**src/design/modbus_rtu_response_receiver_top_macros.svh**
```systemverilog
// ----------------------------------------------------------------------------
// Modbus RTU response receiver assertion macros
// Shared concurrent assertion forms, clocked on the rising edge and
// disabled while reset is high.
// ----------------------------------------------------------------------------
`ifndef MODBUS_RTU_RESPONSE_RECEIVER_TOP_MACROS_SVH
`define MODBUS_RTU_RESPONSE_RECEIVER_TOP_MACROS_SVH

// Same-cycle implication
`define MBRX_ASSERT_SAME(label, clk, rst, ante, cons, msg) \
   label: assert property (@(posedge clk) disable iff (rst) (ante) |-> (cons)) \
      else $error(msg);

// Next-cycle implication
`define MBRX_ASSERT_NEXT(label, clk, rst, ante, cons, msg) \
   label: assert property (@(posedge clk) disable iff (rst) (ante) |=> (cons)) \
      else $error(msg);

`endif

```
**src/design/mbrx_pkg.sv**
```systemverilog
// ----------------------------------------------------------------------------
// Modbus RTU response receiver package
// Frame phases, result kinds, register indexes and the CRC-16 byte update.
// ----------------------------------------------------------------------------
package mbrx_pkg;

   // Frame phase codes; unused codes act as idle
   typedef enum logic [2:0] {
      PH_IDLE     = 3'd0,
      PH_FUNCTION = 3'd1,
      PH_COUNT    = 3'd2,
      PH_DATA     = 3'd3,
      PH_CRC_LO   = 3'd4,
      PH_CRC_HI   = 3'd5
   } phase_type;

   // Result kinds
   localparam logic [1:0] KIND_PAYLOAD  = 2'd0;
   localparam logic [1:0] KIND_CRC_GOOD = 2'd1;
   localparam logic [1:0] KIND_CRC_BAD  = 2'd2;
   localparam logic [1:0] KIND_UNUSED   = 2'd3;

   // Register indexes
   localparam logic CSR_SLAVE_ID = 1'b0;
   localparam logic CSR_FUNCTION = 1'b1;

   // Register reset values
   localparam logic [7:0] SLAVE_ID_RESET = 8'd1;
   localparam logic [6:0] FUNCTION_RESET = 7'd3;

   // Reflected CRC-16 constants
   localparam logic [15:0] CRC_POLY = 16'hA001;
   localparam logic [15:0] CRC_INIT = 16'hFFFF;

   // Advance the running CRC by one byte, LSB first
   function automatic logic [15:0] crc_byte(input logic [15:0] crc, input logic [7:0] b);
      logic [15:0] c;
      c = crc ^ {8'h00, b};
      for (int k = 0; k < 8; k++) begin
         if (c[0]) begin
            c = (c >> 1) ^ CRC_POLY;
         end else begin
            c = c >> 1;
         end
      end
      return c;
   endfunction

endpackage

```
**src/design/modbus_rtu_response_receiver_top.sv**
```systemverilog
// ----------------------------------------------------------------------------
// Modbus RTU response receiver
// Parses read-response frames byte by byte, emits each payload byte with its
// index and a good/bad CRC result after the CRC high byte.
// ----------------------------------------------------------------------------
//
//   Channel  Direction  Handshake               Payload
//   req_     in         req_valid / req_stall   rx_byte
//   rsp_     out        rsp_valid / rsp_stall   kind, data, byte_index
//   csr_     in         csr_write_enable        csr_index, csr_write_data
//
// One byte per cycle sustained while results are not stalled; a byte is
// registered in the input register on transfer, its result in the result
// register. The CRC register is advanced by an unrolled 8-step shift of the
// input byte. Reset clears the frame state to idle with CRC 0xFFFF
// and restores the register defaults. A stalled result holds, and the input
// register stalls only when it holds a byte that cannot advance.
// ----------------------------------------------------------------------------
`include "modbus_rtu_response_receiver_top_macros.svh"

module modbus_rtu_response_receiver_top
   import mbrx_pkg::*;
(
   input  logic       clock,
   input  logic       reset,
   input  logic       req_valid,
   output logic       req_stall,
   input  logic [7:0] req_rx_byte,
   output logic       rsp_valid,
   input  logic       rsp_stall,
   output logic [1:0] rsp_kind,
   output logic [7:0] rsp_data,
   output logic [7:0] rsp_byte_index,
   input  logic       csr_write_enable,
   input  logic       csr_index,
   input  logic [7:0] csr_write_data
);

   // Configuration registers
   logic [7:0]  slave_id_ff;
   logic [6:0]  function_ff;

   // Input register
   logic        in_valid_ff;
   logic [7:0]  in_byte_ff;

   // Frame state
   phase_type   phase_ff, phase_in;
   logic [7:0]  len_ff, len_in;
   logic [7:0]  pos_ff, pos_in;
   logic [15:0] crc_ff, crc_in;
   logic [7:0]  crc_lo_ff, crc_lo_in;

   // Result register
   logic        out_valid_ff;
   logic [1:0]  out_kind_ff;
   logic [7:0]  out_data_ff;
   logic [7:0]  out_index_ff;

   // Parse results
   logic        res_valid;
   logic [1:0]  res_kind;
   logic [7:0]  res_data;
   logic [7:0]  res_index;
   logic [7:0]  pos_next;

   logic        advance;
   logic        process;
   logic        accept;

   // Move a byte on when the result register is free or being drained
   assign advance   = !out_valid_ff || !rsp_stall;
   assign process   = in_valid_ff && advance;
   assign req_stall = in_valid_ff && !advance;
   assign accept    = req_valid && !req_stall;

   assign rsp_valid      = out_valid_ff;
   assign rsp_kind       = out_kind_ff;
   assign rsp_data       = out_data_ff;
   assign rsp_byte_index = out_index_ff;

   // Write configuration registers
   always_ff @(posedge clock) begin
      if (reset) begin
         slave_id_ff <= SLAVE_ID_RESET;
         function_ff <= FUNCTION_RESET;
      end else if (csr_write_enable) begin
         case (csr_index)
            CSR_SLAVE_ID: slave_id_ff <= csr_write_data;
            CSR_FUNCTION: function_ff <= csr_write_data[6:0];
            default: ;
         endcase
      end
   end

   // Capture the incoming byte
   always_ff @(posedge clock) begin
      if (reset) begin
         in_valid_ff <= 1'b0;
      end else if (accept) begin
         in_valid_ff <= 1'b1;
      end else if (process) begin
         in_valid_ff <= 1'b0;
      end
   end

   always_ff @(posedge clock) begin
      if (accept) begin
         in_byte_ff <= req_rx_byte;
      end
   end

   // Hold frame state
   always_ff @(posedge clock) begin
      if (reset) begin
         phase_ff  <= PH_IDLE;
         len_ff    <= 8'd0;
         pos_ff    <= 8'd0;
         crc_ff    <= CRC_INIT;
         crc_lo_ff <= 8'd0;
      end else begin
         phase_ff  <= phase_in;
         len_ff    <= len_in;
         pos_ff    <= pos_in;
         crc_ff    <= crc_in;
         crc_lo_ff <= crc_lo_in;
      end
   end

   assign pos_next = pos_ff + 8'd1;

   // Parse one byte: next state and result
   always_comb begin
      phase_in  = phase_ff;
      len_in    = len_ff;
      pos_in    = pos_ff;
      crc_in    = crc_ff;
      crc_lo_in = crc_lo_ff;
      res_valid = 1'b0;
      res_kind  = KIND_PAYLOAD;
      res_data  = in_byte_ff;
      res_index = pos_ff;
      if (process) begin
         case (phase_ff)
            PH_FUNCTION: begin
               if (in_byte_ff == {1'b0, function_ff}) begin
                  crc_in   = crc_byte(crc_ff, in_byte_ff);
                  phase_in = PH_COUNT;
               end else begin
                  crc_in   = CRC_INIT;
                  phase_in = PH_IDLE;
               end
            end
            PH_COUNT: begin
               crc_in   = crc_byte(crc_ff, in_byte_ff);
               len_in   = in_byte_ff;
               pos_in   = 8'd0;
               phase_in = (in_byte_ff == 8'd0) ? PH_CRC_LO : PH_DATA;
            end
            PH_DATA: begin
               crc_in    = crc_byte(crc_ff, in_byte_ff);
               res_valid = 1'b1;
               pos_in    = pos_next;
               if (pos_next >= len_ff) begin
                  phase_in = PH_CRC_LO;
               end
            end
            PH_CRC_LO: begin
               crc_lo_in = in_byte_ff;
               phase_in  = PH_CRC_HI;
            end
            PH_CRC_HI: begin
               res_valid = 1'b1;
               res_kind  = ({in_byte_ff, crc_lo_ff} == crc_ff) ? KIND_CRC_GOOD : KIND_CRC_BAD;
               res_data  = len_ff;
               res_index = 8'd0;
               crc_in    = CRC_INIT;
               phase_in  = PH_IDLE;
            end
            default: begin
               // Idle: look for the slave id, restart the CRC
               if (in_byte_ff == slave_id_ff) begin
                  crc_in   = crc_byte(CRC_INIT, in_byte_ff);
                  phase_in = PH_FUNCTION;
               end else begin
                  crc_in   = CRC_INIT;
                  phase_in = PH_IDLE;
               end
            end
         endcase
      end
   end

   // Load or drain the result register
   always_ff @(posedge clock) begin
      if (reset) begin
         out_valid_ff <= 1'b0;
      end else if (advance) begin
         out_valid_ff <= process && res_valid;
      end
   end

   always_ff @(posedge clock) begin
      if (process && res_valid) begin
         out_kind_ff  <= res_kind;
         out_data_ff  <= res_data;
         out_index_ff <= res_index;
      end
   end

   // Checks
   `MBRX_ASSERT_SAME(a_end_index_zero, clock, reset,
      rsp_valid && (rsp_kind != KIND_PAYLOAD), rsp_byte_index == 8'd0,
      "frame-end result with nonzero index")
   `MBRX_ASSERT_SAME(a_kind_legal, clock, reset,
      rsp_valid, rsp_kind != KIND_UNUSED,
      "unused result kind")
   `MBRX_ASSERT_SAME(a_index_in_range, clock, reset,
      rsp_valid && (rsp_kind == KIND_PAYLOAD), rsp_byte_index < len_ff,
      "payload index beyond byte count")
   `MBRX_ASSERT_NEXT(a_idle_no_result, clock, reset,
      process && (phase_ff == PH_IDLE), !out_valid_ff,
      "result produced from idle byte")
   `MBRX_ASSERT_NEXT(a_end_restarts, clock, reset,
      process && (phase_ff == PH_CRC_HI), (phase_ff == PH_IDLE) && (crc_ff == CRC_INIT),
      "frame end did not restart parser")

endmodule

```
**config.mk**
```make
export PLATFORM = sky130hd
export DESIGN_NAME = modbus_rtu_response_receiver_top
export DESIGN_NICKNAME = d
export VERILOG_FILES = /design/src/design/mbrx_pkg.sv /design/src/design/modbus_rtu_response_receiver_top.sv
export VERILOG_INCLUDE_DIRS = /design/src /design/src/design
export SDC_FILE = /design/constraint.sdc
export NUM_CORES = 1
export LEC_CHECK = 0
export ABC_AREA = 0
export BUFFER_PORTS_ARGS = -buffer_cell sky130_fd_sc_hd__buf_2
export CORE_ASPECT_RATIO = 1.5
export CORE_UTILIZATION = 50
export DETAILED_ROUTE_END_ITERATION = 8
export PLACE_DENSITY = 0.76
export SLEW_MARGIN = 10
export SYNTH_ARGS = -nofsm -noshare
export SYNTH_HDL_FRONTEND = slang
export SYNTH_SLANG_ARGS = --single-unit
```
**constraint.sdc**
```tcl
create_clock -name clock -period 3.1 [get_ports clock]
set_clock_uncertainty 0.1 [all_clocks]
set_input_delay 0.31 -clock clock [delete_from_list [all_inputs] [get_ports clock]]
set_output_delay 0.31 -clock clock [all_outputs]
set_load 0.02 [all_outputs]
```
==> impl_metrics.yaml, run 1 <==
logic_synthesis:
  synth_area_mm2: 0.004456
  async_flop_share: 0
  synthCells: 503
  syn_avg_cell_area_um2: 8.858
  synth_nets: 539
  synth_edf_count: 26
  ys.flop_type: "dfxtp_1"
  synth-seq-cells: 86
  ys_seq_area_frac: 0.4448
  synth_cell_types: 49
  yosysWarnings: 0
timing:
  maxSlewViolCount: 0
  rsz0062_at_grt: "no"
  setup_tns_ns: 0
  setup_violations: 0
  hold_ws_ns: 0.04102
  fmax_mhz: 370.8
  relSlewSlack: 0.4289
  hold_viol_final: 0
  period_share: 0.8699
  fin_ws_ns: 0.4033
  worstMarginPinSlew_ns: 0.8567
  min_period_ns: 2.697
setup_path:
  path_max_fanout: 6
  start_kind: "flop"
  crit_chain: "and3_1 -> and3_1 -> nand3_1 -> xnor2_1 -> ha_1 -> a211oi_1 -> a21oi_1 -> inv_1 -> or4_1 -> a21oi_1"
  reg2reg_slack_ns: 0.40
  worstReg2RegStart: "pos_ff[0]$_SDFFE_PP0P_"
  critPathArrivalTime_ns: 2.87
  slowest_delay_ns: 0.47
  crit_type: "reg2reg"
  r2r_cells: 10
  endpoint_kind: "flop"
  cp_data_required_time_ns: 3.27
  crit_slowest_cell: "or4_1"
  r2r-end: "phase_ff[2]$_SDFFE_PP0P_"
  worstSetupStartpoint: "pos_ff[0]$_SDFFE_PP0P_"
power:
  total_power_mw: 2.551
  ir_drop_uv: 325.4
  cellLeakagePower_nw: 2.004
  power_density_mw_per_mm2: 512.3
global_routing:
  grt_max_degree: 30
  overflow: 0
  grt.total_usage: 0.2263
  antenna_found_initial: 0
  grt_pass1_wl_mm: 16.00
  grt_pass1_vias: 3416
detailed_routing:
  dr.pass1.iters: 5
  postRouteAntennaNets: 0
  avgRoutedWirePerCell_um: 15.73
  drc: 0
  avgViaCountPerCell: 5.644
  first_iter_violations: 156
  routed_wl_mm: 10.04
  via_count: 3601
floorplanning:
  io_pins: 42
  core.rowCount: 41
  dieArea_mm2: 0.009300
  start_util: 0.5232
  core_area_mm2: 0.008516
  die_h_um: 117.6
  die_x_um: 79.08
finish:
  layout_common_cells: "60 x dfxtp_1, 57 x a21oi_1, 55 x nand2_1"
  fin_util: 0.5848
  final_cells: 638
  syn_to_final_growth_pct: 11.77
  drive_gt1_frac: 0.1337
  diodes: 0
  final_common_cell: "dfxtp_1"
  nets: 562
  design_area_mm2: 0.004980
place:
  port_buffers: 41
  gp_congestion: 0.9197
  dpl.hpwl_mm: 7.361
  place_inst: 622
  pre_cts_slack_ns: 0.4597
  dpl_cell_area_mm2: 0.004687
outcome:
  status: "finished clean"
clock_tree:
  cts-resized-gates: 0
  cts_tree: "built"
  ctsRootBufferMaster: "clkbuf_16"
  post-cts-setup-buffer-count: 0
  cts_buffer_depth: 2
  htree_num_levels: 3
  clkSinkCount: 86
  insertion_delay_ns: 0.34
  cts_buffers: 9
  clk_pin_slew_worst_paths_ns: 0.06
  ctsHoldBuffers: 0
hold_path:
  min_delay_worst_endpoint: "in_byte_ff[1]$_DFFE_PP_"
  whs_path_depth: 1
  min_path_type: "in2reg"
  hp-start: "req_rx_byte[1]"
flow_run:
  drv_cap: 0
-- where the power goes --
part           switching (mW)  total, mW  internal [mW]
Sequential             0.0461       1.23           1.19
Combinational           0.144      0.267          0.123
Clock                   0.410       1.05          0.642
-- worst max-delay path, delay by kind of cell (launching register included) --
family                   cells  cell delay (ns)
adder cells (fa/ha/maj)      1             0.30
flip-flops                   1             0.42
AO/OA/AOI/OAI                3             0.49
XOR/XNOR                     1             0.16
buffers and inverters        1             0.10
AND/OR/NAND/NOR              4             1.06
-- layer usage --
metal	vias to the layer above	wire length (um)	part of all wire	track usage
li1	1763	-	-	-
met1	1661	3718	0.37	0.2221
met2	130	5187	0.52	0.3976
met3	47	463	0.046	0.04419
met4	0	667	0.066	0.1852
met5	-	0	0	0
-- registers in the layout, indices dropped and copies added, names as in the netlist --
signal and flops:
crc_ff 16, phase_ff 3, in_valid_ff 1, crc_lo_ff 8, rsp_valid 1, len_ff 8
rsp_data 8, slave_id_ff 8, rsp_kind 2, function_ff 7, rsp_byte_index 8, pos_ff 8
in_byte_ff 8
-- area by class of cell --
class                   instances  area [um^2]
multi-input cells             357         2223
well taps                     107        133.9
inverters                      24        90.09
repair buffers                 48        257.7
clock buffers                  12        246.5
clock inverters                 4        46.29
flip-flops and latches         86         1982
fillers                       790         3536
-- Yosys cell counts, types with 2 or more instances --
master | n | area, um^2
nor4_1 | 6 | 37.54
nand4_1 | 3 | 18.77
ha_1 | 14 | 175.2
and3_1 | 5 | 31.28
o21ai_1 | 7 | 35.03
o31ai_1 | 3 | 22.52
a21boi_1 | 2 | 15.01
buf_2 | 5 | 25.02
nor2_1 | 39 | 146.4
a21oi_1 | 57 | 285.3
buf_4 | 5 | 37.54
o22ai_1 | 6 | 37.54
xnor2_2 | 2 | 32.53
nand3b_1 | 2 | 15.01
dfxtp_1 | 60 | 1201
a31oi_1 | 2 | 12.51
a21o_1 | 2 | 15.01
nor3_1 | 4 | 20.02
nand2_1 | 55 | 206.5
o211ai_1 | 8 | 60.06
nand2b_1 | 3 | 18.77
and2_1 | 10 | 62.56
nand3_1 | 25 | 125.1
or4_1 | 3 | 22.52
a22oi_1 | 4 | 30.03
inv_1 | 21 | 78.83
clkbuf_1 | 25 | 93.84
xor2_1 | 36 | 315.3
edfxtp_1 | 26 | 780.8
xnor2_1 | 29 | 254.0
o21ai_0 | 11 | 55.05
nor2b_1 | 3 | 18.77
a211oi_1 | 2 | 15.01
inv_2 | 3 | 11.26
-- cells by family after synthesis --
group,share of synthesized area
AND/OR/NAND/NOR,0.1696
XOR/XNOR,0.1404
flip-flops,0.4448
AO/OA/AOI/OAI,0.1497
buffers and inverters,0.05616
adder cells (fa/ha/maj),0.03932
-- how the worst max path moves through the flow --
stage / to / slack, ns / depth (start not counted)
finish: phase_ff[2]$_SDFFE_PP0P_ / 0.40 / 10
global placement: phase_ff[2]$_SDFFE_PP0P_ / 0.56 / 10
detailed placement: phase_ff[2]$_SDFFE_PP0P_ / 0.46 / 10
CTS: phase_ff[2]$_SDFFE_PP0P_ / 0.42 / 10
floorplan: rsp_byte_index[0]$_DFFE_PP_ / 0.54 / 3
global route: phase_ff[1]$_SDFFE_PP0P_ / 0.17 / 9
Power figures use the tool's default switching activity.
==> inputs of run 2 (changes only) <==
- CAP_MARGIN: unset -> 0
- GPL_TIMING_DRIVEN: unset -> 0
==> run 2 against run 1 <==
  * Utilization increased by 1.8 points
  * Global-route usage increased by 1.6 points
  * Critical endpoint unchanged
  * Maximum frequency decreased by 5.9%
  * Die area unchanged
  * Worst hold slack got worse by 0.012 ns
  * Cell area increased by 3.0%
==> impl_metrics.yaml, run 2 (synthesis results as in run 1) <==
outcome:
  status: "finished clean"
global_routing:
  overflow: 0
  antenna_found_initial: 0
  grt_pass1_wl_mm: 17.07
  grt_max_degree: 18
  grt_pass1_vias: 3602
  grt.total_usage: 0.2428
timing:
  setup_violations: 0
  worstMarginPinSlew_ns: 0.8929
  maxSlewViolCount: 0
  hold_ws_ns: 0.02901
  hold_viol_final: 0
  fmax_mhz: 348.9
  min_period_ns: 2.866
  period_share: 0.9246
  fin_ws_ns: 0.2337
  relSlewSlack: 0.4035
  rsz0062_at_grt: "no"
finish:
  diodes: 0
  largest_register: "crc_ff"
  drive_gt1_frac: 0.1326
  layout_common_cells: "60 x dfxtp_1, 57 x a21oi_1, 55 x nand2_1"
  final_common_cell: "dfxtp_1"
  nFillCells: 778
  fin_util: 0.6024
  syn_to_final_growth_pct: 15.14
  largest_reg_flops: 16
  nets: 589
  design_area_mm2: 0.005130
setup_path:
  cp_data_required_time_ns: 3.28
  reg2reg_slack_ns: 0.23
  worstReg2RegStart: "pos_ff[0]$_SDFFE_PP0P_"
  endpoint_kind: "flop"
  r2r-end: "phase_ff[2]$_SDFFE_PP0P_"
  r2r_cells: 10
  critPathArrivalTime_ns: 3.04
  start_kind: "flop"
  crit_type: "reg2reg"
  path_max_fanout: 6
detailed_routing:
  drc: 0
  avgViaCountPerCell: 5.663
  routed_wl_mm: 10.80
  first_iter_violations: 156
  avgRoutedWirePerCell_um: 16.23
  dr.pass1.iters: 7
  postRouteAntennaNets: 0
  via_count: 3766
place:
  pre_cts_slack_ns: 0.3207
  port_buffers: 38
  dpl_cell_area_mm2: 0.004798
  gp_congestion: 0.9337
  dpl.hpwl_mm: 8.099
clock_tree:
  cts_buffer_depth: 2
  htree_num_levels: 3
  cts_tree: "built"
  clk_pin_slew_worst_paths_ns: 0.06
  cts-resized-gates: 0
  post-cts-setup-buffer-count: 0
  ctsHoldBuffers: 0
  insertion_delay_ns: 0.36
  ctsRootBufferMaster: "clkbuf_16"
  clkSinkCount: 86
  cts_buffers: 9
power:
  cellLeakagePower_nw: 2.068
  ir_drop_uv: 348.7
  power_density_mw_per_mm2: 523.8
  total_power_mw: 2.687
hold_path:
  whs_path_depth: 1
  hp-start: "req_rx_byte[5]"
  min_delay_worst_endpoint: "in_byte_ff[5]$_DFFE_PP_"
  min_path_type: "in2reg"
floorplanning:
  die_h_um: 117.6
  die_x_um: 79.08
  start_util: 0.5232
  core.rowCount: 41
  dieArea_mm2: 0.009300
  io_pins: 42
  core_area_mm2: 0.008516
flow_run:
  drv_cap: 0
==> run 2: worst max-delay path, stage by stage, from the launching register on <==
cell and delay (ns):
dfxtp_1 0.47, and3_1 0.24, and3_1 0.25, nand3_1 0.12, xnor2_1 0.17, ha_1 0.31
a211oi_1 0.11, a21oi_1 0.26, inv_1 0.11, or4_1 0.48, a21oi_1 0.16
==> run 2: final cells by class <==
cell class / instances / area (um^2) / area share
flip-flops and latches: 86 / 1982 / 0.3863
clock buffers: 14 / 296.5 / 0.05780
clock inverters: 2 / 35.03 / 0.006829
well taps: 107 / 133.9 / 0.02610
multi-input cells: 357 / 2227 / 0.4341
repair buffers: 39 / 205.2 / 0.04000
plain buffers: 36 / 160.2 / 0.03122
inverters: 24 / 90.09 / 0.01756
==> run 2: per-stage QoR <==
| stage | setup TNS [ns] | std cells |
|---|---|---|
| after floorplan | 0 | 503 |
| after detailed placement | 0 | 649 |
| final | 0 | 665 |
| after CTS | 0 | 665 |
| after global placement | -0.9172 | 648 |
| after global routing | 0 | 665 |
==> run 2: metal layers <==
metal	vias to the layer above	part of all wire	GRT usage
met4	0	0.049	0.1739
met5	-	0	0
met1	1791	0.37	0.2441
met3	37	0.039	0.03488
met2	117	0.54	0.4407
li1	1821	-	-
==> run 2: how the worst max path moves through the flow <==
| stage | cells after the start | endpoint | start |
|---|---|---|---|
| after floorplan | 3 | rsp_byte_index[0]$_DFFE_PP_ | phase_ff[2]$_SDFFE_PP0P_ |
| after global placement | 3 | rsp_data[6]$_DFFE_PP_ | phase_ff[2]$_SDFFE_PP0P_ |
| after detailed placement | 10 | phase_ff[2]$_SDFFE_PP0P_ | pos_ff[0]$_SDFFE_PP0P_ |
| after CTS | 10 | phase_ff[2]$_SDFFE_PP0P_ | pos_ff[0]$_SDFFE_PP0P_ |
| after global routing | 10 | phase_ff[2]$_SDFFE_PP0P_ | pos_ff[0]$_SDFFE_PP0P_ |
| final | 10 | phase_ff[2]$_SDFFE_PP0P_ | pos_ff[0]$_SDFFE_PP0P_ |
==> run 2: power by group <==
group          total [mW]  internal, mW  switching, mW
logic               0.298         0.128          0.170
clock network        1.18         0.743          0.435
registers            1.21          1.19         0.0262
==> inputs of run 3 (changes only) <==
- ABC_AREA: 0 -> 1
- CTS_BUF_LIST: unset -> sky130_fd_sc_hd__clkbuf_16
==> run 3 against run 2 <==
  * Synthesized cell count is 14% higher
  * Area after synthesis rose by 3.4%
  * Register-to-register slack better by 0.11 ns
  * Highest routed layer unchanged
  * Clock power decreased by 15%
  * Largest cell class unchanged
==> impl_metrics.yaml, run 3 <==
outcome:
  status: "finished clean"
global_routing:
  use_met1: 0.2867
  grt_max_degree: 19
  top_usage_layer: "met2"
  grt_pass1_wl_mm: 18.40
  use_met2: 0.4454
  grt.total_usage: 0.2580
  overflow: 0
  use_met3: 0.05019
  antenna_found_initial: 0
  grt_pass1_vias: 3877
logic_synthesis:
  synth_most_common_cell: "nand2_1"
  yosysWarnings: 0
  synth.area.top_cells: "dfxtp_1 26%, edfxtp_1 17%, nand2_1 7.8%"
  synth-seq-cells: 86
  async_flop_share: 0
  synthCells: 575
  synth_nets: 611
  synth_top_area_share: 0.2607
  synth_area_mm2: 0.004607
  synth_cell_types: 41
  synth_edf_count: 26
  yosys-top-cells-count: "96 x nand2_1, 63 x inv_1, 62 x o21ai_0"
  synth_top_cell_by_area: "dfxtp_1"
  ys.flop_type: "dfxtp_1"
  ys_seq_area_frac: 0.4302
  syn_avg_cell_area_um2: 8.012
finish:
  final_common_cell: "nand2_1"
  nets: 663
  nFillCells: 805
  largest_reg_flops: 16
  largest_register: "crc_ff"
  diodes: 0
  syn_to_final_growth_pct: 13.50
  final_cells: 742
  layout_common_cells: "96 x nand2_1, 64 x inv_1, 62 x o21ai_0"
  drive_gt1_frac: 0.1709
flow_run:
  drv_cap: 0
clock_tree:
  ctsHoldBuffers: 0
  cts_tree: "built"
  clk_pin_slew_worst_paths_ns: 0.06
  cts_buffers: 9
  clkSinkCount: 86
  htree_num_levels: 3
  ctsRootBufferMaster: "clkbuf_16"
  insertion_delay_ns: 0.35
  post-cts-setup-buffer-count: 0
  cts_buffer_depth: 2
detailed_routing:
  via_count: 4085
  routed_wl_mm: 11.60
  first_iter_violations: 261
  postRouteAntennaNets: 0
  avgViaCountPerCell: 5.505
  avgRoutedWirePerCell_um: 15.64
  drc: 0
  dr.pass1.iters: 5
hold_path:
  whs_path_depth: 1
  hp-start: "req_rx_byte[2]"
  min_path_type: "in2reg"
  min_delay_worst_endpoint: "in_byte_ff[2]$_DFFE_PP_"
setup_path:
  reg2reg_slack_ns: 0.35
  endpoint_kind: "flop"
  cp_data_required_time_ns: 3.28
  crit_type: "reg2reg"
  r2r-end: "phase_ff[0]$_SDFFE_PP0P_"
  worstReg2RegStart: "pos_ff[0]$_SDFFE_PP0P_"
  start_kind: "flop"
  critPathArrivalTime_ns: 2.93
  worstSetupStartpoint: "pos_ff[0]$_SDFFE_PP0P_"
  r2r_cells: 14
  path_max_fanout: 6
place:
  place_inst: 726
  gp_congestion: 0.9356
  dpl.hpwl_mm: 8.744
  port_buffers: 41
timing:
  maxSlewViolCount: 0
  setup_violations: 0
  period_share: 0.8876
  min_period_ns: 2.751
  worstMarginPinSlew_ns: 0.7104
  hold_viol_final: 0
  relSlewSlack: 0.5252
  rsz0062_at_grt: "no"
  fmax_mhz: 363.4
  setup_tns_ns: 0
floorplanning:
  start_util: 0.5187
  io_pins: 42
  core_area_mm2: 0.008881
  die_h_um: 119.6
  dieArea_mm2: 0.009610
  core.rowCount: 42
  die_x_um: 80.38
power:
  ir_drop_uv: 420.0
  cellLeakagePower_nw: 2.315
  power_density_mw_per_mm2: 508.3
run 3: final cells by class:
cell class	instances	area (um^2)	area share
plain buffers	20	131.4	0.02513
clock buffers	9	225.2	0.04307
clock inverters	7	48.80	0.009332
inverters	74	300.3	0.05743
multi-input cells	395	2198	0.4204
flip-flops and latches	86	1982	0.3790
well taps	110	137.6	0.02632
repair buffers	41	205.2	0.03924
run 3: kinds of logic (layout without fill, tap and decap cells):
family	count (synthesis)	after routing	synth area share
buffers and inverters	94	151	0.09370
AO/OA/AOI/OAI	132	132	0.1534
flip-flops	86	86	0.4302
AND/OR/NAND/NOR	211	211	0.2059
XOR/XNOR	38	38	0.07876
adder cells (fa/ha/maj)	14	14	0.03802
run 3: routing by layer:
layer	vias to the layer above	part of all wire	wire (um)
li1	1996	-	-
met1	1894	0.38	4357
met2	160	0.52	6084
met3	35	0.058	678
met4	0	0.041	481
met5	-	0	0
run 3: worst max-delay path by stage:
stage | cells past startpoint | slack (ns) | to
2_1_floorplan | 14 | 0.74 | phase_ff[0]$_SDFFE_PP0P_
3_3_place_gp | 14 | 0.39 | phase_ff[0]$_SDFFE_PP0P_
3_5_place_dp | 14 | 0.32 | phase_ff[0]$_SDFFE_PP0P_
4_1_cts | 14 | 0.29 | phase_ff[0]$_SDFFE_PP0P_
5_1_grt | 14 | 0.08 | phase_ff[0]$_SDFFE_PP0P_
6_report | 14 | 0.35 | phase_ff[0]$_SDFFE_PP0P_
run 3: repair_timing:
action,CTS,global route
gates resized for setup,0,1
endpoints found under the setup margin,0,3
endpoints found under the hold margin,0,0
run 3: where the power goes:
group | internal [mW] | total [mW] | switching, mW
Sequential | 1.20 | 1.24 | 0.0368
Clock | 0.543 | 1.00 | 0.459
Combinational | 0.147 | 0.416 | 0.269
run 3: critical path, stage by stage (launching register included):
cell	delay, ns
dfxtp_1	0.37
inv_1	0.11
nor3_2	0.24
nand3_1	0.16
nor3_1	0.22
xor2_1	0.17
inv_1	0.08
ha_1	0.29
nand2_1	0.09
nor2_1	0.05
a211oi_1	0.21
nand4_1	0.13
nand2_1	0.20
o21ai_0	0.11
a21oi_1	0.15
run 3: metrics by stage:
stage | hold slack [ns] | util | setup WS (ns) | total power [mW] | area [um^2]
floorplan | 0.3089 | - | 0.7441 | 1.561 | 4607
global placement | 0.3531 | 0.5573 | 0.3905 | 1.657 | 4950
detailed placement | 0.3586 | 0.5573 | 0.3225 | 1.671 | 4950
CTS | 0.02876 | 0.5882 | 0.2861 | 2.657 | 5224
global route | 0.02703 | 0.5888 | 0.08269 | 2.752 | 5229
finish | 0.03117 | 0.5888 | 0.3485 | 2.658 | 5229
